`config.mk`:
```
export PLATFORM = sky130hd
export DESIGN_NAME = chs_queue
export DESIGN_NICKNAME = d
export VERILOG_FILES = /design/src/design/chs_pkg.sv /design/src/design/chs_queue.sv
export SDC_FILE = /design/constraint.sdc
export NUM_CORES = 1
export LEC_CHECK = 0
export BUFFER_PORTS_ARGS = -buffer_cell sky130_fd_sc_hd__buf_2
export CAP_MARGIN = 40
export CELL_PAD_IN_SITES_DETAIL_PLACEMENT = 2
export CELL_PAD_IN_SITES_GLOBAL_PLACEMENT = 2
export CORE_MARGIN = 1
export CORE_UTILIZATION = 40
export CTS_CLUSTER_SIZE = 8
export DETAILED_ROUTE_END_ITERATION = 12
export MAX_ROUTING_LAYER = met4
export PLACE_DENSITY = 0.8
export SLEW_MARGIN = 10
export SYNTH_ARGS = -nofsm -noshare
export SYNTH_HDL_FRONTEND = slang
export SYNTH_SLANG_ARGS = --single-unit
```
`constraint.sdc`:
```
create_clock -name clk -period 7.2 [get_ports clk]
set_input_delay 0.72 -clock clk [delete_from_list [all_inputs] [get_ports clk]]
set_output_delay 0.72 -clock clk [all_outputs]
set_load 0.01 [all_outputs]
```
`src/design/chs_pkg.sv`:
```
// Shared constants, codes and transfer types of the chained hash set.
package chs_pkg;

  localparam int BUCKETS    = 23;
  localparam int POOL_NODES = 64;

  localparam int KEY_W  = 31;
  localparam int BKT_W  = (BUCKETS > 1) ? $clog2(BUCKETS) : 1;
  localparam int NODE_W = (POOL_NODES > 1) ? $clog2(POOL_NODES) : 1;
  // A link holds a node index plus one, so zero can mean "no node".
  localparam int LINK_W = $clog2(POOL_NODES + 1);

  localparam int STATUS_W  = 3;
  localparam int BUCKET_OW = 5;

  // Reciprocal of the bucket count for the division hash.
  localparam int RECIP_SHIFT = KEY_W + BKT_W;
  localparam int RECIP_W     = KEY_W + 1;
  localparam logic [RECIP_W-1:0] RECIP =
    RECIP_W'((64'd1 << RECIP_SHIFT) / BUCKETS);
  localparam int PROD_W = KEY_W + RECIP_W;
  localparam int Q_W    = PROD_W - RECIP_SHIFT;

  localparam logic OP_INSERT = 1'b0;
  localparam logic OP_LOOKUP = 1'b1;

  localparam logic [STATUS_W-1:0] ST_INSERTED  = 3'd0;
  localparam logic [STATUS_W-1:0] ST_DUPLICATE = 3'd1;
  localparam logic [STATUS_W-1:0] ST_POOL_FULL = 3'd2;
  localparam logic [STATUS_W-1:0] ST_FOUND     = 3'd3;
  localparam logic [STATUS_W-1:0] ST_NOT_FOUND = 3'd4;

  typedef struct packed {
    logic             operation;
    logic [KEY_W-1:0] key;
  } chs_in_t;

  typedef struct packed {
    logic [STATUS_W-1:0]  status;
    logic [BUCKET_OW-1:0] bucket;
  } chs_out_t;

  typedef struct packed {
    logic             operation;
    logic [KEY_W-1:0] key;
    logic [BKT_W-1:0] bucket;
  } chs_item_t;

  typedef struct packed {
    logic empty;
    logic full;
  } chs_qstat_t;

endpackage

```
`src/design/chs_queue.sv`:
```
// Two-entry queue between the hashing front end and the chain walker.
module chs_queue
  import chs_pkg::*;
(
  input  logic       clk,
  input  logic       rst_n,
  input  logic       push,
  input  chs_item_t  push_item,
  input  logic       pop,
  output chs_item_t  head_item,
  output chs_qstat_t qstat
);

  localparam int DEPTH = 2;

  chs_item_t  entry_r [DEPTH];
  logic       wr_ptr_r;
  logic       rd_ptr_r;
  logic [1:0] count_r;

  always_ff @(posedge clk) begin
    if (!rst_n) begin
      wr_ptr_r <= 1'b0;
      rd_ptr_r <= 1'b0;
      count_r  <= 2'd0;
    end else begin
      if (push) begin
        wr_ptr_r <= !wr_ptr_r;
      end
      if (pop) begin
        rd_ptr_r <= !rd_ptr_r;
      end
      if (push && !pop) begin
        count_r <= count_r + 2'd1;
      end else if (pop && !push) begin
        count_r <= count_r - 2'd1;
      end
    end
  end

  always_ff @(posedge clk) begin
    if (push) begin
      entry_r[wr_ptr_r] <= push_item;
    end
  end

  assign head_item   = entry_r[rd_ptr_r];
  assign qstat.empty = (count_r == 2'd0);
  assign qstat.full  = (count_r == 2'(DEPTH));

endmodule

```
==> summary.md <==
| Metric | Value |
|---|---|
| Area delta synth->final | 24.84% |
| Starting density of the core | 0.4194 |
| Final hold vios | 0 |
| Row Count | 30 |
| Hold Path Class | flop to flop |
| RSZ-0062 raised after global routing | no |
| Unique masters post-synth | 17 |
| Worst Skew | 0.007090 ns |
| Final Setup Violations | 0 |
| Crit. End Element | primary output |
| Crit Path Class | flop to primary output |
| Syn avg cell area | 21.14 um2 |
| CTS buffer count | 9 |
| Status | finished clean |
| Sum Neg Setup Slack | 0 ns |
| Post-layout min period | approximately 2.4 ns |
| Peak Freq | 416.9 MHz |
| Max Root-Sink Buffers | 2 |
| Initial antenna violation count | 1 |
| Via Count | 1511 |
| Die width | 87.10 um |
| Clk sinks | 79 |
| H-tree depth | 3 |
| Layout cells sized above 1 | 0.5931 |
| PortBufs | slightly below 80 |
| Slew margin rel. | 0.5744 |
| Filler Cell Count | 660 |
| 1st-pass router iterations | 4 |
| Root Buffer | clkbuf_8 |
| Tightest Pin Transition | 0.6370 ns |
| First-pass GRT wire length | 9377 um |
| Tot Pwr | about 0.93 mW |
| CTS tree | done |
| Commonest non-fill, non-tap cell in the layout | buf_2 |
| Req. time, crit path | 6.48 ns |
| Mapped Nets | 179 |
| Hold Buf Count CTS | 0 |
| Leakage power | ~1.4 nW |
| Drt drc | 0 |
| Post-CTS Resized | 0 |
| RD Place Congestion | roughly 0.65 |
| Largest net degree at the start of global routing | 34 |
| Initial detailed-routing violation count | 51 |
| Remaining global-route overflow | 0 |
| Die span in y | approximately 87 um |
| Most frequent cells in the layout | buf_2, edfxtp_1, mux2_2, clkbuf_8, dfxtp_1 |
| YS warnings | 0 |
| Avg WL per Cell | roughly 19 um |
| Clock insertion delay at the later pin of the skew report | 0.34 ns |
| CP Data Arrival Time | 1.68 ns |
| Clock Pin Slew Worst Setup and Hold Paths | approximately 0.080 ns |
| Vias per inst | 4.607 |
| Placement Setup Slack | 5.145 ns |
| Cell area after synthesis | about 2900 um2 |
| PwrDens | 257.2 nW/um2 |
| Final slew viol count | 0 |
| DRT antenna net count | 0 |
| Setup Fix Bufs, Post-CTS | 0 |
| Startpoint type of the worst setup path | flop |
| Global Route Usage Sum | 0.1835 |
| Maximum net fanout on the critical path | 25 |
| Die ar. | about 7600 um2 |
| Area of the multi-input gates | roughly 540 um2 |
| Final WL | 6304 um |
| Number of I/O pins | 80 |
| Syn Inst Count | ~140 |
| Final worst slack | roughly 4.8 ns |
| Vias in the first global route | about 1700 |
| Max_cap viols | 0 |
| Core footprint | just under 7000 um2 |
| VDD IR max | 0.0001494 V |
| Fin crit share | 0.3331 |
| #FFs+latches synth | 79 |
| FF/Latch Area | 2323 um2 |
| Post-DP HPWL | 4555 um |
| Sequential-to-total area share from yosys stat | 0.8017 |
| NumNets Final | 268 |
through the flow:
step                      hold slack, ns  instance area [um2]  std cells    util
final                             0.5444                 3616        328  0.5236
after global routing              0.5457                 3616        328  0.5236
after CTS                         0.5468                 3613        327  0.5232
after detailed placement          0.5352                 3451        311  0.4996
after global placement            0.4961                 3383        308  0.4899
after floorplan                   0.4662                 2897        137       -
cells in the mapped netlist:
cell type | number | area, um2
xor2_1 | 2 | 17.52
and2_1 | 4 | 25.02
edfxtp_1 | 74 | 2222
o21ai_0 | 1 | 5.000
buf_2 | 1 | 5.000
ha_1 | 1 | 12.51
dfxtp_1 | 5 | 100.1
or3_1 | 1 | 6.260
a21boi_1 | 1 | 7.510
buf_6 | 3 | 33.78
nor2b_1 | 2 | 12.51
inv_1 | 1 | 3.750
and2b_2 | 1 | 8.760
nor2_1 | 1 | 3.750
o21a_1 | 1 | 7.510
mux2_2 | 37 | 416.7
xnor2_1 | 1 | 8.760
state kept, by name (all words and copies together) (netlist names), named ones only:
signal / flops
entry_r: 74
wr_ptr_r: 1
rd_ptr_r: 1
count_r: 2
worst max-delay path, stage by stage (launching register included):
cell and delay (ns):
dfxtp_2 0.58, buf_12 0.25, mux2_2 0.36, buf_2 0.14
routing by layer:
layer	up-vias	share of wire	routed length, um	GRT usage
met1	744	0.43	2693	0.2101
met3	9	0.038	241	0.03128
met4	0	0.019	121	0.09389
li1	712	-	-	-
met5	-	0	0	-
met2	46	0.52	3248	0.3114
area by class of cell:
| class | instances | area share |
|---|---|---|
| sequential | 79 | 0.6426 |
| clock buffer | 9 | 0.03426 |
| timing repair buffer | 82 | 0.1280 |
| tap | 96 | 0.03322 |
| multi-input combinational | 53 | 0.1495 |
| inverter | 1 | 0.001038 |
| antenna | 1 | 0.0006920 |
| clock inverter | 7 | 0.01073 |
where the power goes:
part           switching, mW  internal [mW]  leakage, nW
clock network          0.158          0.122       0.0843
logic                 0.0541         0.0554        0.543
registers             0.0118          0.529        0.736
total                  0.224          0.707         1.36
final timing paths:
kind	slack (ns)	depth (start not counted)	endpoint	startpoint
setup / recovery	4.80	3	head_item[18]	flop
hold / removal	0.54	2	count_r[1]	count_r[1]
setup reg to reg	5.79	2	entry_r[0][11]	wr_ptr_r
hold reg to reg	0.54	2	count_r[1]	count_r[1]
cells by family after synthesis:
kind of cell    after synthesis  share of synthesized area
flops                        79                     0.8017
mux                          37                     0.1438
simple gates                  9                    0.01944
buf+inv                       5                    0.01468
compound gates                3                   0.006912
xor+xnor                      3                   0.009073
fa+ha+maj                     1                   0.004319
Power figures use the tool's default switching activity.
