### src/design/chs_pkg.sv
// Shared constants, codes and transfer types of the chained hash set.
package chs_pkg;

  localparam int BUCKETS    = 23;
  localparam int POOL_NODES = 64;

  localparam int KEY_W  = 31;
  localparam int BKT_W  = (BUCKETS > 1) ? $clog2(BUCKETS) : 1;
  localparam int NODE_W = (POOL_NODES > 1) ? $clog2(POOL_NODES) : 1;
  // A link holds a node index plus one, so zero can mean "no node".
  localparam int LINK_W = $clog2(POOL_NODES + 1);

  localparam int STATUS_W  = 3;
  localparam int BUCKET_OW = 5;

  // Reciprocal of the bucket count for the division hash.
  localparam int RECIP_SHIFT = KEY_W + BKT_W;
  localparam int RECIP_W     = KEY_W + 1;
  localparam logic [RECIP_W-1:0] RECIP =
    RECIP_W'((64'd1 << RECIP_SHIFT) / BUCKETS);
  localparam int PROD_W = KEY_W + RECIP_W;
  localparam int Q_W    = PROD_W - RECIP_SHIFT;

  localparam logic OP_INSERT = 1'b0;
  localparam logic OP_LOOKUP = 1'b1;

  localparam logic [STATUS_W-1:0] ST_INSERTED  = 3'd0;
  localparam logic [STATUS_W-1:0] ST_DUPLICATE = 3'd1;
  localparam logic [STATUS_W-1:0] ST_POOL_FULL = 3'd2;
  localparam logic [STATUS_W-1:0] ST_FOUND     = 3'd3;
  localparam logic [STATUS_W-1:0] ST_NOT_FOUND = 3'd4;

  typedef struct packed {
    logic             operation;
    logic [KEY_W-1:0] key;
  } chs_in_t;

  typedef struct packed {
    logic [STATUS_W-1:0]  status;
    logic [BUCKET_OW-1:0] bucket;
  } chs_out_t;

  typedef struct packed {
    logic             operation;
    logic [KEY_W-1:0] key;
    logic [BKT_W-1:0] bucket;
  } chs_item_t;

  typedef struct packed {
    logic empty;
    logic full;
  } chs_qstat_t;

endpackage

### src/design/chs_back.sv
// Back end: walks the bucket chain, allocates nodes and returns results.
module chs_back
  import chs_pkg::*;
(
  input  logic       clk,
  input  logic       rst_n,
  input  chs_item_t  head_item,
  input  chs_qstat_t qstat,
  output logic       pop,
  output logic       out_valid,
  input  logic       out_stall,
  output chs_out_t   out_data
);

  typedef enum logic [6:0] {
    S_IDLE    = 7'b0000001,
    S_HEAD    = 7'b0000010,
    S_CHECK   = 7'b0000100,
    S_READ    = 7'b0001000,
    S_LINK_RD = 7'b0010000,
    S_LINK_WR = 7'b0100000,
    S_LINK_UP = 7'b1000000
  } state_t;

  state_t            state_r, state_nxt;
  logic              op_r;
  logic [KEY_W-1:0]  key_r;
  logic [BKT_W-1:0]  bkt_r;
  logic [LINK_W-1:0] link_r, link_nxt;
  logic [LINK_W-1:0] steps_r, steps_nxt;
  logic [LINK_W-1:0] used_r, used_nxt;
  logic [LINK_W-1:0] head_r [BUCKETS];
  logic              out_valid_r;
  chs_out_t          out_data_r;

  logic [KEY_W-1:0]  key_mem [POOL_NODES];
  logic [LINK_W-1:0] next_mem [POOL_NODES];
  logic [KEY_W-1:0]  key_rd_r;
  logic [LINK_W-1:0] next_rd_r;

  logic [LINK_W-1:0]   head_cur;
  logic                walkable;
  logic [NODE_W-1:0]   rd_addr;
  logic                key_we;
  logic                next_we;
  logic [NODE_W-1:0]   next_waddr;
  logic [LINK_W-1:0]   next_wdata;
  logic                head_we;
  logic                finish;
  logic [STATUS_W-1:0] status_nxt;
  logic [NODE_W-1:0]   new_node;
  logic [NODE_W-1:0]   head_node;
  logic [NODE_W-1:0]   link_node;

  assign head_cur  = head_r[bkt_r];
  assign new_node  = NODE_W'(used_r);
  assign head_node = NODE_W'(head_cur - LINK_W'(1));
  assign link_node = NODE_W'(link_r - LINK_W'(1));
  assign walkable  = (link_r != '0) && (link_r <= LINK_W'(POOL_NODES))
                     && (steps_r < LINK_W'(POOL_NODES));
  assign pop       = (state_r == S_IDLE) && !qstat.empty && !out_valid_r;

  always_comb begin
    state_nxt  = state_r;
    link_nxt   = link_r;
    steps_nxt  = steps_r;
    used_nxt   = used_r;
    rd_addr    = link_node;
    key_we     = 1'b0;
    next_we    = 1'b0;
    next_waddr = new_node;
    next_wdata = '0;
    head_we    = 1'b0;
    finish     = 1'b0;
    status_nxt = ST_NOT_FOUND;
    unique case (state_r)
      S_IDLE: begin
        if (pop) begin
          state_nxt = S_HEAD;
        end
      end
      S_HEAD: begin
        link_nxt  = head_cur;
        steps_nxt = '0;
        state_nxt = S_CHECK;
      end
      S_CHECK: begin
        if (walkable) begin
          state_nxt = S_READ;
        end else if (op_r == OP_LOOKUP) begin
          finish     = 1'b1;
          status_nxt = ST_NOT_FOUND;
        end else if (used_r >= LINK_W'(POOL_NODES)) begin
          finish     = 1'b1;
          status_nxt = ST_POOL_FULL;
        end else begin
          key_we = 1'b1;
          if (head_cur == '0) begin
            next_we    = 1'b1;
            next_wdata = '0;
            head_we    = 1'b1;
            used_nxt   = used_r + LINK_W'(1);
            finish     = 1'b1;
            status_nxt = ST_INSERTED;
          end else begin
            state_nxt = S_LINK_RD;
          end
        end
      end
      S_READ: begin
        if (key_rd_r == key_r) begin
          finish     = 1'b1;
          status_nxt = (op_r == OP_LOOKUP) ? ST_FOUND : ST_DUPLICATE;
        end else begin
          link_nxt  = next_rd_r;
          steps_nxt = steps_r + LINK_W'(1);
          state_nxt = S_CHECK;
        end
      end
      S_LINK_RD: begin
        rd_addr   = head_node;
        state_nxt = S_LINK_WR;
      end
      S_LINK_WR: begin
        next_we    = 1'b1;
        next_waddr = new_node;
        next_wdata = next_rd_r;
        state_nxt  = S_LINK_UP;
      end
      S_LINK_UP: begin
        next_we    = 1'b1;
        next_waddr = head_node;
        next_wdata = used_r + LINK_W'(1);
        used_nxt   = used_r + LINK_W'(1);
        finish     = 1'b1;
        status_nxt = ST_INSERTED;
      end
      default: begin
        state_nxt = S_IDLE;
      end
    endcase
    if (finish) begin
      state_nxt = S_IDLE;
    end
  end

  always_ff @(posedge clk) begin
    if (!rst_n) begin
      state_r     <= S_IDLE;
      used_r      <= '0;
      out_valid_r <= 1'b0;
      for (int i = 0; i < BUCKETS; i++) begin
        head_r[i] <= '0;
      end
    end else begin
      state_r <= state_nxt;
      used_r  <= used_nxt;
      if (head_we) begin
        head_r[bkt_r] <= used_r + LINK_W'(1);
      end
      if (finish) begin
        out_valid_r <= 1'b1;
      end else if (!out_stall) begin
        out_valid_r <= 1'b0;
      end
    end
  end

  always_ff @(posedge clk) begin
    if (pop) begin
      op_r  <= head_item.operation;
      key_r <= head_item.key;
      bkt_r <= head_item.bucket;
    end
    link_r  <= link_nxt;
    steps_r <= steps_nxt;
    if (finish) begin
      out_data_r.status <= status_nxt;
      out_data_r.bucket <= BUCKET_OW'(bkt_r);
    end
  end

  always_ff @(posedge clk) begin
    if (key_we) begin
      key_mem[new_node] <= key_r;
    end
    key_rd_r <= key_mem[rd_addr];
  end

  always_ff @(posedge clk) begin
    if (next_we) begin
      next_mem[next_waddr] <= next_wdata;
    end
    next_rd_r <= next_mem[rd_addr];
  end

  assign out_valid = out_valid_r;
  assign out_data  = out_data_r;

endmodule

### config.mk
export PLATFORM = sky130hd
export DESIGN_NAME = chs_back
export DESIGN_NICKNAME = d
export VERILOG_FILES = /design/src/design/chs_pkg.sv /design/src/design/chs_back.sv
export SDC_FILE = /design/constraint.sdc
export NUM_CORES = 2
export LEC_CHECK = 0
export ABC_AREA = 1
export BUFFER_PORTS_ARGS = -buffer_cell sky130_fd_sc_hd__buf_2
export CAP_MARGIN = 10
export CORE_ASPECT_RATIO = 0.6
export CORE_UTILIZATION = 35
export DETAILED_ROUTE_END_ITERATION = 10
export PLACE_DENSITY_LB_ADDON = 0.15
export SKIP_CTS_REPAIR_TIMING = 1
export SLEW_MARGIN = 20
export SYNTH_ARGS = -nofsm -noshare
export SYNTH_HDL_FRONTEND = slang
export SYNTH_SLANG_ARGS = --single-unit
export TNS_END_PERCENT = 20
### constraint.sdc
create_clock -name clk -period 4.3 [get_ports clk]
set_input_delay 0.215 -clock clk [delete_from_list [all_inputs] [get_ports clk]]
set_output_delay 0.215 -clock clk [all_outputs]
set_load 0.05 [all_outputs]
==> flow_metrics.tcl <==
set metrics [dict create \
    setup_ws_ns 0.134 \
    antenna_found_initial 40 \
    grt_max_degree 131 \
    dr.pass1.iters 6 \
    fillers 33100 \
    insertion_delay_ns 0.91 \
    synthesis.area_um2 121000 \
    grt_pass1_vias 78700 \
    grt_pass1_wl_mm 585 \
    status "finished, final reports clean" \
    numCtsBuffers 274 \
    crit_chain "inv_2, buf_12, nand3_1, nand3_1, nand2_1, nand2_1, nand3_1, nand2_2, ha_1, inv_1, nand2_1, o21ai_4, buf_12, buf_12, nand3_1, nand3_1, nand3_1, nand3_1, nand3_1, nand2_1" \
    crit_fanout 58 \
    arrival_ns 5.01 \
    yosys_most_used_dff "edfxtp_1" \
    finalClockSkew_ns 0.0525 \
    nNetsFinal 11900 \
    endpoint "key_rd_r[7]$_DFF_P_" \
    syn2layout_area_growth_pct 16.1 \
    power_frac_comb_pct 23.9 \
    fin_crit_sh_pct 96.9 \
    fmax_mhz 240 \
    wl_mm 413 \
    pwr_density_cell_nw_per_um2 519 \
    ff2ff_path_depth 20 \
    tightest_slew_ns 1.13 \
    first_iter_violations 11500 \
    dieArea_um2 349000 \
    fp.dieW_um 762 \
    p_int_w 0.0490 \
    viasPerCell 5.12 \
    wl_per_cell_um 24.7 \
    start_kind "flop" \
    grt_setup_unrepaired "no" \
    synth.distinct_cells 39 \
    grt_usage_pct 23.1 \
    p_total_w 0.0732 \
    io-pin-count 52 \
    num_vias 85600 \
    yosys_warnings 0 \
    drive_gt1_share_pct 9.43 \
    drc 0 \
    syn_avg_cell_area_um2 10.5 \
    dpl.hpwl_mm 253 \
    synthArstFlopShare_pct 0 \
    cts_tree "done" \
    start_util_pct 35.2 \
    cp_slowest_cell "dfxtp_1" \
    netlist_top_cells_area "edfxtp_1 67%, nand3_1 12%, inv_1 6.7%" \
    ant_nets 0 \
    synth_cells 11600 \
    place_congestion 0.880 \
    synth-seq-cells 2773 \
    clock_path_buffers 4 \
    required_ns 5.14 \
    power_frac_seq_pct 44.0 \
    ir_worst_vdd_v 0.000335 \
    grt_overflow 0 \
    final_max_slew_viol_count 0 \
    htree_levels 5 \
    synth_top_area_share_pct 67.1 \
    p_leak_nw 57.6 \
    relSlewSlack_pct 24.6 \
    cts_sinks 2773 \
    root_buffer "clkbuf_16" \
    power_switching_w 0.0241 \
    dp_worst_setup_slack_ns 0.213 \
    synth_top_cell_by_area "edfxtp_1" \
    maxCapViolations 0 \
    post-place-cells 16200 \
    seq_area_frac_synth_pct 68.1 \
    cpPeakStageDelay_ns 0.42 \
    fp.dieH_um 458 \
    port_buffers 50 \
    worstSetupPathType "flop to flop" \
    setup_viol 0 \
    hold_violations 0 \
    clockPowerShare_pct 32.1 \
    clk_pin_slew_worst_paths_ns 0.06 \
    num_rows 167 \
    p_sw_share_pct 33.0 \
    reg2reg_to "key_rd_r[7]$_DFF_P_" \
    core_um2 345000 \
    finalWorstPathRequiredPeriod_ns 4.17 \
    r2r_setup_slack_ns 0.13 \
    crit_path_end_kind "flop" \
    fin_cells 16700 \
    crit_top_cell "nand3_1" \
    synth_edf_count 2715 \
    hold_path.class "primary input to flop" \
    syn-num-nets 11600 \
]
-- metrics by stage --
step | hold slack (ns) | area (µm²) | setup TNS [ns] | util, %
CTS | -0.594 | 140000 | 0 | 40.7
detailed placement | 0.395 | 132000 | 0 | 38.3
floorplan | 0.314 | 121000 | -19.48 | -
global route | -0.00835 | 141000 | 0 | 40.9
global placement | 0.394 | 132000 | 0 | 38.3
finish | 0.0119 | 141000 | 0 | 40.9
-- registers in the layout (all words and copies together) (netlist names), named ones only --
register,count
key_mem,1984
bkt_r,5
op_r,1
steps_r,7
used_r,7
out_data,8
next_mem,448
head_r,224
out_valid,1
key_rd_r,31
link_r,7
next_rd_r,7
key_r,31
state_r,7
-- power by group through the flow --
stage,Sequential [W],Clock (W),Combinational [W]
final,0.0322,0.0235,0.0175
after global placement,0.0327,0,0.0170
after floorplan,0.0330,0,0.00780
after global routing,0.0322,0.0249,0.0185
after CTS,0.0322,0.0239,0.0171
after detailed placement,0.0327,0,0.0171
-- critical path: cells and delay by family, from the launching register on --
kind                     cells  cell delay [ns]
AND/OR/NAND/NOR             13             2.12
adder cells (fa/ha/maj)      1             0.30
flip-flops                   1             0.42
buffers and inverters        5             0.93
AO/OA/AOI/OAI                1             0.18
-- routing by layer --
layer / GRT usage (%) / vias up / routed length (µm)
met5: 0 / - / 37
li1: - / 39100 / -
met2: 31.1 / 3811 / 162000
met1: 36.9 / 42200 / 197000
met3: 5.83 / 518 / 45900
met4: 4.74 / 6 / 8480
-- logic make-up after synthesis --
logic type | synth area share (%)
DFF | 68.1
buffers and inverters | 9.25
and+or+nand+nor | 21.6
xor gates and xnor gates | 0.252
adders and majority gates | 0.0515
AOI/OAI and AO/OA | 0.792
-- how the worst min path moves through the flow --
stage                              from             endpoint  cells past startpoint
after floorplan            head_item[0]   bkt_r[0]$_DFFE_PP_                      0
after global placement    head_item[36]       op_r$_DFFE_PP_                      1
after detailed placement  head_item[18]  key_r[13]$_DFFE_PP_                      1
after CTS                 head_item[18]  key_r[13]$_DFFE_PP_                      1
after global routing      head_item[18]  key_r[13]$_DFFE_PP_                      2
final                     head_item[18]  key_r[13]$_DFFE_PP_                      2
-- final cells by class --
| class | count | area, µm² | area share [%] |
|---|---|---|---|
| sequential | 2773 | 82700 | 58.6 |
| multi-input combinational | 5934 | 28200 | 20.0 |
| inverter | 2183 | 8220 | 5.83 |
| timing repair buffer | 721 | 7800 | 5.53 |
| clock buffer | 348 | 7370 | 5.22 |
| tap | 4647 | 5810 | 4.12 |
| clock inverter | 122 | 918 | 0.651 |
| antenna | 4 | 10.0 | 0.00710 |
-- Yosys cell counts, drive strengths merged, types with 18 or more instances --
cell and count:
buf 378, clkbuf 292, dfxtp 58, edfxtp 2715, inv 2179, nand2 2154
nand3 2904, nand3b 230, nand4 23, nor2 388, o21ai 130, xnor2 18
-- cell usage in the layout, fill, tap and decap left out, drive strengths merged, types with 17 or more instances in the layout --
master	count
dfxtp	58
o221ai	17
xnor2	18
edfxtp	2715
nand4	23
xor2	17
o21ai	130
clkbuf	348
dlygate4sd3	58
clkinv	106
nand2	2154
nand3b	230
inv	2185
nor2	388
buf	663
nand3	2904
Note: power is estimated with default switching activity, not from simulation.
